**config.mk**
```make
export PLATFORM = sky130hd
export DESIGN_NAME = sequential_box_grouping_nms_core
export DESIGN_NICKNAME = d
export VERILOG_FILES = /design/src/rtl/sbg_pkg.sv /design/src/rtl/sequential_box_grouping_nms_core.sv /design/src/rtl/sbg_front.sv /design/src/rtl/sbg_queue.sv /design/src/rtl/sbg_back.sv
export SDC_FILE = /design/constraint.sdc
export NUM_CORES = 2
export LEC_CHECK = 0
export BUFFER_PORTS_ARGS = -buffer_cell sky130_fd_sc_hd__buf_4
export CAP_MARGIN = 20
export CORE_MARGIN = 3
export CORE_UTILIZATION = 47
export CTS_BUF_LIST = sky130_fd_sc_hd__clkbuf_16
export DETAILED_ROUTE_END_ITERATION = 6
export SYNTH_ARGS = -nofsm -noshare
export SYNTH_HDL_FRONTEND = slang
export SYNTH_SLANG_ARGS = --single-unit
```
**constraint.sdc**
```tcl
create_clock -name clk -period 14.1 [get_ports clk]
set_input_delay 2.115 -clock clk [delete_from_list [all_inputs] [get_ports clk]]
set_output_delay 2.115 -clock clk [all_outputs]
set_load 0.03 [all_outputs]
```
**src/rtl/sbg_pkg.sv**
```systemverilog
`timescale 1ns / 1ps
// Shared types and constants for the sequential box grouping NMS block.
// Depends on nothing; every other file in rtl/ imports it.
package sbg_pkg;

  // Fixed field widths of the external payload.
  localparam int SBG_LABEL_W = 8;
  localparam int SBG_SCORE_W = 16;
  localparam int SBG_COORD_W = 16;
  localparam int SBG_THR_W   = 16;

  // IoU threshold after reset: 0.80 in unsigned Q0.16, rounded.
  localparam logic [SBG_THR_W-1:0] SBG_THR_RESET = 16'd52429;

  // Defaults of the top level parameters.
  localparam int SBG_COORD_BITS_DEF  = 16;
  localparam int SBG_LABEL_BITS_DEF  = 8;
  localparam int SBG_QUEUE_DEPTH_DEF = 2;

  typedef struct packed {
    logic [SBG_LABEL_W-1:0] class_label;
    logic [SBG_SCORE_W-1:0] score;
    logic [SBG_COORD_W-1:0] box_x0;
    logic [SBG_COORD_W-1:0] box_y0;
    logic [SBG_COORD_W-1:0] box_x1;
    logic [SBG_COORD_W-1:0] box_y1;
    logic                   last_box;
  } sbg_in_t;

  typedef struct packed {
    logic [SBG_LABEL_W-1:0] out_label;
    logic [SBG_SCORE_W-1:0] out_score;
    logic [SBG_COORD_W-1:0] out_x0;
    logic [SBG_COORD_W-1:0] out_y0;
    logic [SBG_COORD_W-1:0] out_x1;
    logic [SBG_COORD_W-1:0] out_y1;
    logic                   out_last;
  } sbg_out_t;

  // Status of the item queue.
  typedef struct packed {
    logic full;
    logic empty;
  } sbg_q_stat_t;

  // Status of the back end.
  typedef struct packed {
    logic group_open;
    logic idle;
  } sbg_back_stat_t;

endpackage

```
**src/rtl/sequential_box_grouping_nms_core.sv**
```systemverilog
`timescale 1ns / 1ps
// Top level of the sequential box grouping NMS block: front end, item
// queue and back end. Depends on sbg_pkg, sbg_front, sbg_queue, sbg_back.
//
//   Port group  Direction  Handshake              Payload
//   in_*        input      in_valid / in_ready    sbg_in_t, one box per transfer
//   out_*       output     out_valid / out_ready  sbg_out_t, one leader per transfer
//   cfg_*       input      cfg_valid / cfg_ready  16-bit IoU threshold, Q0.16
//
// A box that is tested against a leader of the same class goes through the back end
// as a pop, seven steps of the shared multiplier sequence (leader area, box area,
// overlap, union, two threshold partial products, the compare) and an update of the
// leader. Any other box is popped and then applied. A box marked last also flushes
// the group. The front end keeps taking transfers until the queue fills, and the
// output register lets the back end stall on a full output only when it has a
// leader to emit.
// Reset is synchronous, empties the queue, closes the group and returns the
// threshold to 0.80.
module sequential_box_grouping_nms_core
  import sbg_pkg::*;
#(
  parameter int COORD_BITS  = SBG_COORD_BITS_DEF,
  parameter int LABEL_BITS  = SBG_LABEL_BITS_DEF,
  parameter int QUEUE_DEPTH = SBG_QUEUE_DEPTH_DEF
) (
  input  logic                 clk,
  input  logic                 rst_n,
  input  logic                 in_valid,
  output logic                 in_ready,
  input  sbg_in_t              in_data,
  output logic                 out_valid,
  input  logic                 out_ready,
  output sbg_out_t             out_data,
  input  logic                 cfg_valid,
  output logic                 cfg_ready,
  input  logic [SBG_THR_W-1:0] cfg_data
);

  // One queue entry: label, score, four corners, two extents and the last flag.
  localparam int ITEM_W = LABEL_BITS + SBG_SCORE_W + 6 * COORD_BITS + 1;

  sbg_q_stat_t    q_stat;
  sbg_back_stat_t b_stat;
  logic           q_push, q_pop;
  logic [ITEM_W-1:0] q_wdata, q_rdata;

  // Front end outputs, already trimmed to the internal widths.
  logic [LABEL_BITS-1:0]  f_label;
  logic [SBG_SCORE_W-1:0] f_score;
  logic [COORD_BITS-1:0]  f_x0, f_y0, f_x1, f_y1, f_w, f_h;
  logic                   f_last;

  // Head of the queue as seen by the back end.
  logic [LABEL_BITS-1:0]  q_label;
  logic [SBG_SCORE_W-1:0] q_score;
  logic [COORD_BITS-1:0]  q_x0, q_y0, q_x1, q_y1, q_w, q_h;
  logic                   q_last;

  sbg_front #(
    .COORD_BITS (COORD_BITS),
    .LABEL_BITS (LABEL_BITS)
  ) u_front (
    .in_valid (in_valid),
    .in_ready (in_ready),
    .in_data  (in_data),
    .q_stat   (q_stat),
    .q_push   (q_push),
    .f_label  (f_label),
    .f_score  (f_score),
    .f_x0     (f_x0),
    .f_y0     (f_y0),
    .f_x1     (f_x1),
    .f_y1     (f_y1),
    .f_w      (f_w),
    .f_h      (f_h),
    .f_last   (f_last)
  );

  assign q_wdata = {f_label, f_score, f_x0, f_y0, f_x1, f_y1, f_w, f_h, f_last};

  sbg_queue #(
    .WIDTH (ITEM_W),
    .DEPTH (QUEUE_DEPTH)
  ) u_queue (
    .clk   (clk),
    .rst_n (rst_n),
    .push  (q_push),
    .wdata (q_wdata),
    .pop   (q_pop),
    .rdata (q_rdata),
    .stat  (q_stat)
  );

  assign {q_label, q_score, q_x0, q_y0, q_x1, q_y1, q_w, q_h, q_last} = q_rdata;

  sbg_back #(
    .COORD_BITS (COORD_BITS),
    .LABEL_BITS (LABEL_BITS)
  ) u_back (
    .clk       (clk),
    .rst_n     (rst_n),
    .cfg_valid (cfg_valid),
    .cfg_ready (cfg_ready),
    .cfg_data  (cfg_data),
    .q_stat    (q_stat),
    .q_pop     (q_pop),
    .q_label   (q_label),
    .q_score   (q_score),
    .q_x0      (q_x0),
    .q_y0      (q_y0),
    .q_x1      (q_x1),
    .q_y1      (q_y1),
    .q_w       (q_w),
    .q_h       (q_h),
    .q_last    (q_last),
    .out_valid (out_valid),
    .out_ready (out_ready),
    .out_data  (out_data),
    .stat      (b_stat)
  );

  // The back end only pops an entry that is there.
  a_pop_nonempty: assert property (@(posedge clk) disable iff (!rst_n)
    q_pop |-> !q_stat.empty)
    else $error("queue popped while empty");

  // The queue count never reads as full and empty at once.
  a_queue_count: assert property (@(posedge clk) disable iff (!rst_n)
    !(q_stat.full && q_stat.empty))
    else $error("queue status inconsistent");

  // A leader is emitted only out of an open group.
  a_emit_open: assert property (@(posedge clk) disable iff (!rst_n)
    $rose(out_valid) |-> $past(b_stat.group_open))
    else $error("leader emitted with no group open");

  // After a pop the back end leaves its idle state.
  a_pop_busy: assert property (@(posedge clk) disable iff (!rst_n)
    q_pop |=> !b_stat.idle)
    else $error("back end idle right after a pop");

endmodule

```
**src/rtl/sbg_front.sv**
```systemverilog
`timescale 1ns / 1ps
// Front end: accepts boxes, trims fields to the configured widths and
// computes the clamped box extents. Depends on sbg_pkg.
module sbg_front
  import sbg_pkg::*;
#(
  parameter int COORD_BITS = SBG_COORD_BITS_DEF,
  parameter int LABEL_BITS = SBG_LABEL_BITS_DEF
) (
  input  logic                   in_valid,
  output logic                   in_ready,
  input  sbg_in_t                in_data,
  input  sbg_q_stat_t            q_stat,
  output logic                   q_push,
  output logic [LABEL_BITS-1:0]  f_label,
  output logic [SBG_SCORE_W-1:0] f_score,
  output logic [COORD_BITS-1:0]  f_x0,
  output logic [COORD_BITS-1:0]  f_y0,
  output logic [COORD_BITS-1:0]  f_x1,
  output logic [COORD_BITS-1:0]  f_y1,
  output logic [COORD_BITS-1:0]  f_w,
  output logic [COORD_BITS-1:0]  f_h,
  output logic                   f_last
);

  assign in_ready = !q_stat.full;
  assign q_push   = in_valid && in_ready;

  assign f_label = LABEL_BITS'(in_data.class_label);
  assign f_score = in_data.score;
  assign f_x0    = COORD_BITS'(in_data.box_x0);
  assign f_y0    = COORD_BITS'(in_data.box_y0);
  assign f_x1    = COORD_BITS'(in_data.box_x1);
  assign f_y1    = COORD_BITS'(in_data.box_y1);
  assign f_last  = in_data.last_box;

  // An inverted box has zero extent.
  assign f_w = (f_x1 > f_x0) ? (f_x1 - f_x0) : '0;
  assign f_h = (f_y1 > f_y0) ? (f_y1 - f_y0) : '0;

endmodule

```
**src/rtl/sbg_queue.sv**
```systemverilog
`timescale 1ns / 1ps
// Small register FIFO that decouples the front end from the back end.
// Depends on sbg_pkg.
module sbg_queue
  import sbg_pkg::*;
#(
  parameter int WIDTH = 8,
  parameter int DEPTH = SBG_QUEUE_DEPTH_DEF
) (
  input  logic             clk,
  input  logic             rst_n,
  input  logic             push,
  input  logic [WIDTH-1:0] wdata,
  input  logic             pop,
  output logic [WIDTH-1:0] rdata,
  output sbg_q_stat_t      stat
);

  localparam int AW = (DEPTH > 1) ? $clog2(DEPTH) : 1;
  localparam int CW = $clog2(DEPTH + 1);

  logic [WIDTH-1:0] entry_r [DEPTH];
  logic [AW-1:0]    wr_ptr_r, wr_ptr_nxt;
  logic [AW-1:0]    rd_ptr_r, rd_ptr_nxt;
  logic [CW-1:0]    cnt_r, cnt_nxt;

  assign stat.full  = (cnt_r == CW'(DEPTH));
  assign stat.empty = (cnt_r == '0);
  assign rdata      = entry_r[rd_ptr_r];

  always_comb begin
    wr_ptr_nxt = wr_ptr_r;
    rd_ptr_nxt = rd_ptr_r;
    cnt_nxt    = cnt_r;
    if (push) begin
      wr_ptr_nxt = (wr_ptr_r == AW'(DEPTH - 1)) ? '0 : wr_ptr_r + 1'b1;
    end
    if (pop) begin
      rd_ptr_nxt = (rd_ptr_r == AW'(DEPTH - 1)) ? '0 : rd_ptr_r + 1'b1;
    end
    if (push && !pop) begin
      cnt_nxt = cnt_r + 1'b1;
    end else if (pop && !push) begin
      cnt_nxt = cnt_r - 1'b1;
    end
  end

  always_ff @(posedge clk) begin
    if (!rst_n) begin
      wr_ptr_r <= '0;
      rd_ptr_r <= '0;
      cnt_r    <= '0;
    end else begin
      wr_ptr_r <= wr_ptr_nxt;
      rd_ptr_r <= rd_ptr_nxt;
      cnt_r    <= cnt_nxt;
    end
  end

  always_ff @(posedge clk) begin
    if (push) begin
      entry_r[wr_ptr_r] <= wdata;
    end
  end

endmodule

```
**src/rtl/sbg_back.sv**
```systemverilog
`timescale 1ns / 1ps
// Back end: keeps the group leader, tests IoU on one shared multiplier
// and drives the output register. Depends on sbg_pkg.
module sbg_back
  import sbg_pkg::*;
#(
  parameter int COORD_BITS = SBG_COORD_BITS_DEF,
  parameter int LABEL_BITS = SBG_LABEL_BITS_DEF
) (
  input  logic                   clk,
  input  logic                   rst_n,
  input  logic                   cfg_valid,
  output logic                   cfg_ready,
  input  logic [SBG_THR_W-1:0]   cfg_data,
  input  sbg_q_stat_t            q_stat,
  output logic                   q_pop,
  input  logic [LABEL_BITS-1:0]  q_label,
  input  logic [SBG_SCORE_W-1:0] q_score,
  input  logic [COORD_BITS-1:0]  q_x0,
  input  logic [COORD_BITS-1:0]  q_y0,
  input  logic [COORD_BITS-1:0]  q_x1,
  input  logic [COORD_BITS-1:0]  q_y1,
  input  logic [COORD_BITS-1:0]  q_w,
  input  logic [COORD_BITS-1:0]  q_h,
  input  logic                   q_last,
  output logic                   out_valid,
  input  logic                   out_ready,
  output sbg_out_t               out_data,
  output sbg_back_stat_t         stat
);

  localparam int MW  = (COORD_BITS > SBG_THR_W) ? COORD_BITS : SBG_THR_W;
  localparam int PW  = 2 * MW;
  localparam int AW2 = 2 * COORD_BITS;
  localparam int TW  = SBG_THR_W + COORD_BITS;
  localparam int CMW = AW2 + SBG_THR_W + 1;

  localparam logic [2:0] STEP_AREA_L = 3'd0;
  localparam logic [2:0] STEP_AREA_B = 3'd1;
  localparam logic [2:0] STEP_INTER  = 3'd2;
  localparam logic [2:0] STEP_UNION  = 3'd3;
  localparam logic [2:0] STEP_TLO    = 3'd4;
  localparam logic [2:0] STEP_THI    = 3'd5;
  localparam logic [2:0] STEP_CMP    = 3'd6;

  typedef enum logic [3:0] {
    ST_IDLE  = 4'b0001,
    ST_CALC  = 4'b0010,
    ST_APPLY = 4'b0100,
    ST_FLUSH = 4'b1000
  } state_t;

  state_t state_r, state_nxt;
  logic [2:0] step_r, step_nxt;
  logic       merge_r, merge_nxt;
  logic       group_open_r, group_open_nxt;
  logic       out_valid_r, out_valid_nxt;
  logic [SBG_THR_W-1:0] thr_r;
  sbg_out_t   out_data_r;

  // Current box.
  logic [LABEL_BITS-1:0]  cur_label_r;
  logic [SBG_SCORE_W-1:0] cur_score_r;
  logic [COORD_BITS-1:0]  cur_x0_r, cur_y0_r, cur_x1_r, cur_y1_r, cur_w_r, cur_h_r;
  logic                   cur_last_r;

  // Group leader.
  logic [LABEL_BITS-1:0]  lead_label_r;
  logic [SBG_SCORE_W-1:0] lead_score_r;
  logic [COORD_BITS-1:0]  lead_x0_r, lead_y0_r, lead_x1_r, lead_y1_r, lead_w_r, lead_h_r;

  // IoU datapath.
  logic [COORD_BITS-1:0] iw_r, ih_r;
  logic [AW2-1:0]        area_l_r, area_b_r, inter_r, uni_r;
  logic [TW-1:0]         tlo_r, thi_r;

  logic [COORD_BITS-1:0] ix_lo, ix_hi, iy_lo, iy_hi, iw, ih;
  logic [MW-1:0]         mul_a, mul_b;
  logic [PW-1:0]         mul_p;
  logic [AW2:0]          uni_sum;
  logic [CMW-1:0]        cmp_lhs, cmp_rhs;
  logic                  cmp_merge;

  logic out_free, close_grp, take_lead, out_load, emit_last;

  assign cfg_ready = 1'b1;
  assign out_valid = out_valid_r;
  assign out_data  = out_data_r;
  assign stat.group_open = group_open_r;
  assign stat.idle       = (state_r == ST_IDLE);

  // Overlap rectangle, clamped at zero.
  assign ix_lo = (lead_x0_r > cur_x0_r) ? lead_x0_r : cur_x0_r;
  assign ix_hi = (lead_x1_r < cur_x1_r) ? lead_x1_r : cur_x1_r;
  assign iy_lo = (lead_y0_r > cur_y0_r) ? lead_y0_r : cur_y0_r;
  assign iy_hi = (lead_y1_r < cur_y1_r) ? lead_y1_r : cur_y1_r;
  assign iw    = (ix_hi > ix_lo) ? (ix_hi - ix_lo) : '0;
  assign ih    = (iy_hi > iy_lo) ? (iy_hi - iy_lo) : '0;

  always_comb begin
    unique case (step_r)
      STEP_AREA_L: begin
        mul_a = MW'(lead_w_r);
        mul_b = MW'(lead_h_r);
      end
      STEP_AREA_B: begin
        mul_a = MW'(cur_w_r);
        mul_b = MW'(cur_h_r);
      end
      STEP_INTER: begin
        mul_a = MW'(iw_r);
        mul_b = MW'(ih_r);
      end
      STEP_TLO: begin
        mul_a = MW'(thr_r);
        mul_b = MW'(uni_r[COORD_BITS-1:0]);
      end
      STEP_THI: begin
        mul_a = MW'(thr_r);
        mul_b = MW'(uni_r[AW2-1:COORD_BITS]);
      end
      default: begin
        mul_a = '0;
        mul_b = '0;
      end
    endcase
  end

  assign mul_p   = mul_a * mul_b;
  assign uni_sum = ({1'b0, area_l_r} + {1'b0, area_b_r}) - {1'b0, inter_r};

  // inter * 2^16 >= threshold * union, with the union rebuilt from halves.
  assign cmp_lhs   = CMW'(inter_r) << SBG_THR_W;
  assign cmp_rhs   = (CMW'(thi_r) << COORD_BITS) + CMW'(tlo_r);
  assign cmp_merge = (uni_r == '0) ? (thr_r == '0) : (cmp_lhs >= cmp_rhs);

  assign out_free  = !out_valid_r || out_ready;
  assign close_grp = group_open_r && !merge_r;

  always_comb begin
    state_nxt      = state_r;
    step_nxt       = step_r;
    merge_nxt      = merge_r;
    group_open_nxt = group_open_r;
    out_valid_nxt  = out_valid_r && !out_ready;
    q_pop          = 1'b0;
    take_lead      = 1'b0;
    out_load       = 1'b0;
    emit_last      = 1'b0;
    unique case (state_r)
      ST_IDLE: begin
        if (!q_stat.empty) begin
          q_pop = 1'b1;
          if (!group_open_r || (q_label != lead_label_r)) begin
            merge_nxt = 1'b0;
            state_nxt = ST_APPLY;
          end else begin
            step_nxt  = STEP_AREA_L;
            state_nxt = ST_CALC;
          end
        end
      end
      ST_CALC: begin
        if (step_r == STEP_CMP) begin
          merge_nxt = cmp_merge;
          state_nxt = ST_APPLY;
        end else begin
          step_nxt = step_r + 1'b1;
        end
      end
      ST_APPLY: begin
        if (!close_grp || out_free) begin
          out_load       = close_grp;
          take_lead      = !group_open_r || close_grp || (lead_score_r < cur_score_r);
          group_open_nxt = 1'b1;
          state_nxt      = cur_last_r ? ST_FLUSH : ST_IDLE;
        end
      end
      ST_FLUSH: begin
        if (out_free) begin
          out_load       = 1'b1;
          emit_last      = 1'b1;
          group_open_nxt = 1'b0;
          state_nxt      = ST_IDLE;
        end
      end
      default: begin
        state_nxt = ST_IDLE;
      end
    endcase
    if (out_load) begin
      out_valid_nxt = 1'b1;
    end
  end

  always_ff @(posedge clk) begin
    if (!rst_n) begin
      state_r      <= ST_IDLE;
      step_r       <= STEP_AREA_L;
      merge_r      <= 1'b0;
      group_open_r <= 1'b0;
      out_valid_r  <= 1'b0;
      thr_r        <= SBG_THR_RESET;
    end else begin
      state_r      <= state_nxt;
      step_r       <= step_nxt;
      merge_r      <= merge_nxt;
      group_open_r <= group_open_nxt;
      out_valid_r  <= out_valid_nxt;
      if (cfg_valid) begin
        thr_r <= cfg_data;
      end
    end
  end

  always_ff @(posedge clk) begin
    if (q_pop) begin
      cur_label_r <= q_label;
      cur_score_r <= q_score;
      cur_x0_r    <= q_x0;
      cur_y0_r    <= q_y0;
      cur_x1_r    <= q_x1;
      cur_y1_r    <= q_y1;
      cur_w_r     <= q_w;
      cur_h_r     <= q_h;
      cur_last_r  <= q_last;
    end
    if (state_r == ST_CALC) begin
      unique case (step_r)
        STEP_AREA_L: begin
          area_l_r <= AW2'(mul_p);
          iw_r     <= iw;
          ih_r     <= ih;
        end
        STEP_AREA_B: area_b_r <= AW2'(mul_p);
        STEP_INTER:  inter_r  <= AW2'(mul_p);
        STEP_UNION:  uni_r    <= AW2'(uni_sum);
        STEP_TLO:    tlo_r    <= TW'(mul_p);
        STEP_THI:    thi_r    <= TW'(mul_p);
        default: begin
        end
      endcase
    end
    if (out_load) begin
      out_data_r.out_label <= SBG_LABEL_W'(lead_label_r);
      out_data_r.out_score <= lead_score_r;
      out_data_r.out_x0    <= SBG_COORD_W'(lead_x0_r);
      out_data_r.out_y0    <= SBG_COORD_W'(lead_y0_r);
      out_data_r.out_x1    <= SBG_COORD_W'(lead_x1_r);
      out_data_r.out_y1    <= SBG_COORD_W'(lead_y1_r);
      out_data_r.out_last  <= emit_last;
    end
    if (take_lead) begin
      lead_label_r <= cur_label_r;
      lead_score_r <= cur_score_r;
      lead_x0_r    <= cur_x0_r;
      lead_y0_r    <= cur_y0_r;
      lead_x1_r    <= cur_x1_r;
      lead_y1_r    <= cur_y1_r;
      lead_w_r     <= cur_w_r;
      lead_h_r     <= cur_h_r;
    end
  end

endmodule

```
==> impl_metrics.env <==
export IMPL_status="finished, final reports clean"
export IMPL_finish_utilization_pct=53.6
export IMPL_period_needed_ns=8.84
export IMPL_dr_pass1_iters=5
export IMPL_dieArea_mm2=0.102
export IMPL_hold_depth=0
export IMPL_period_share_pct=62.7
export IMPL_maxSlewHeadroom_pct=18.5
export IMPL_viasPerCell=5.35
export IMPL_cp_slowest_stage_delay_ns=0.94
export IMPL_finalSetupViolCount=0
export IMPL_design_core_area_mm2=0.0970
export IMPL_ys_top_cells_by_area="edfxtp_1, fa_1, ha_1, inv_1, mux2_2"
export IMPL_wl_per_cell_um=22.1
export IMPL_fmaxAchievable_ghz=0.113
export IMPL_end_kind="register"
export IMPL_place_congestion=0.870
export IMPL_rows=114
export IMPL_num_vias=27800
export IMPL_yosysMostFrequentCell="edfxtp_1"
export IMPL_muxShareOfSynthArea_pct=4.88
export IMPL_ys_types=78
export IMPL_ant_nets=0
export IMPL_slew_viol_final=0
export IMPL_final_nets=4511
export IMPL_antenna_found_initial=6
export IMPL_r2r_worst_path_cells=27
export IMPL_cp_max_fo=21
export IMPL_synthAdderAreaFrac_pct=19.0
export IMPL_cts_sinks=827
export IMPL_seq_area_frac_synth_pct=53.2
export IMPL_path_clk_slew_ns=0.06
export IMPL_synth_top_area_share_pct=51.9
export IMPL_r2r_slack_ns=5.26
export IMPL_worst_pin_slew_ns=1.22
export IMPL_synthArstFlopShare_pct=0
export IMPL_clk_latency_ns=0.66
export IMPL_synth_edf_count=796
export IMPL_synth_simple_area_share_pct=7.45
export IMPL_critPathMostFrequentCell="fa_1"
export IMPL_dp_hpwl_mm=86.7
export IMPL_cts_buffers_inserted=87
export IMPL_cap_viol_max_count=0
export IMPL_start_kind="register"
export IMPL_slowest_stage="a221oi_1"
export IMPL_initial_core_util_pct=47.5
export IMPL_cts_tree="built"
export IMPL_grt_ovfl_total=0
export IMPL_area_growth_pct=12.8
export IMPL_grt_max_degree=69
export IMPL_synth_compound_area_share_pct=8.05
export IMPL_port_buffers=200
export IMPL_cts_root_buf="clkbuf_16"
export IMPL_syn_area_mm2=0.0461
export IMPL_cp_data_required_time_ns=14.51
export IMPL_grt_setup_unrepaired="no"
export IMPL_synthXorXnorAreaFrac_pct=2.64
export IMPL_clockBufferDepth=3
export IMPL_drive_gt1_share_pct=14.7
export IMPL_r2r_start="u_back.step_r[0]"
export IMPL_ys_flop_type="edfxtp_1"
export IMPL_dieHeight_um=319
export IMPL_clock_skew_final_ns=0.0209
export IMPL_grt_pass1_wl_mm=174
export IMPL_cts_hold_buffers=0
export IMPL_wirelength_mm=115
export IMPL_hold_viol_final=0
export IMPL_reg2reg_to="u_back.thi_r[28]"
export IMPL_critical_path_arrival_ns=9.25
export IMPL_io_pins=202
export IMPL_synth_top_family_by_area="adder cells"
export IMPL_hold_end="u_back.lead_label_r[1]"
export IMPL_min_delay_start="u_back.cur_label_r[1]"
export IMPL_track_usage_pct=22.6
export IMPL_drc=0
export IMPL_crit_type="reg -> reg"
export IMPL_hold_slack_ns=0.415
export IMPL_postCtsSetupBuffers=0
export IMPL_pre_cts_ws_ns=5.21
export IMPL_synth_commonest_cells="edfxtp_1, inv_1, ha_1"
export IMPL_ys_ff_latch=827
export IMPL_postSynthCellCount=3580
export IMPL_synth_warning_count=0
export IMPL_min_path_type="reg -> reg"
export IMPL_cts_max_level=3
export IMPL_cts_repair_resized=0
export IMPL_avgSynthCellArea_um2=12.9
export IMPL_drt_iter0_markers=2110
export IMPL_yosysTopAreaCell="edfxtp_1"
export IMPL_nFillCells=8364
export IMPL_syn_nets=4251
export IMPL_die_width_um=319
export IMPL_first_global_vias=28200
export IMPL_finalSetupTns_ns=0
export IMPL_fin_ws_ns=5.26
## worst max-delay path, delay by kind of cell (launching register included)
family	cells	cell delay, ns
AO/OA/AOI/OAI	8	2.63
XOR/XNOR	1	0.24
AND/OR/NAND/NOR	4	0.82
flip-flops	1	0.39
adder cells (fa/ha/maj)	8	3.97
buffers and inverters	6	0.51
## per-layer routing
layer,vias to the layer above,wire length (um),GRT usage (%)
met5,-,33,0
met1,13800,51200,31.3
met2,666,54000,36.8
met3,161,6230,3.88
li1,13200,-,-
met4,4,3420,7.04
## flip-flops by register name, indices dropped and copies added, names as in the netlist, 32 cells and up, named ones only
signal           cells
u_queue.entry_r    242
u_back.out_data     89
u_back.tlo_r        32
u_back.inter_r      32
u_back.uni_r        32
u_back.thi_r        32
u_back.area_b_r     32
u_back.area_l_r     32
## worst max-delay path by stage
stage                      from                  end  slack [ns]  depth (start not counted)
3_3_place_gp   u_back.step_r[0]     u_back.thi_r[30]        5.34                         27
3_5_place_dp   u_back.step_r[0]     u_back.thi_r[28]        5.21                         27
2_1_floorplan         out_ready   u_back.lead_h_r[0]        2.35                          4
5_1_grt        u_back.step_r[0]  u_back.area_b_r[28]        4.74                         27
4_1_cts        u_back.step_r[0]     u_back.thi_r[28]        5.18                         27
6_report       u_back.step_r[0]     u_back.thi_r[28]        5.26                         27
## final cells by class
cell class              instances  area (um^2)  share of cell area, %
diodes                          4         10.0                 0.0193
flip-flops and latches        827        24500                   47.2
clock buffers                  87         2180                   4.19
multi-input cells            2176        19500                   37.5
clock inverters                70          445                  0.857
inverters                     501         1890                   3.63
well taps                    1276         1600                   3.07
repair buffers                247         1860                   3.58
## cells by family (layout without fill, tap and decap cells)
group,count (synthesis),after routing
muxes,205,205
xor gates and xnor gates,139,139
DFF,827,827
AOI/OAI and AO/OA,520,520
other,1,5
adders and majority gates,561,561
and+or+nand+nor,750,750
buffers and inverters,577,905
## placed cells by master, fill, tap and decap left out, types with 74 or more instances in the layout
cell type,instances
edfxtp_1,796
inv_1,526
ha_1,331
nor2_1,254
buf_4,246
nand2_1,232
fa_1,230
mux2_2,155
a21oi_1,118
a21o_1,92
clkbuf_16,87
xnor2_1,84
o21ai_0,74
## per-stage QoR
stage                     area [um^2]  instances
after global placement          49300       5026
after detailed placement        49300       5026
final                           52000       5188
after CTS                       51900       5183
after floorplan                 46100       3580
after global routing            52000       5185
Power is not shown: default switching activity piles up to over one toggle a cycle in this logic, so the estimate is an artifact.
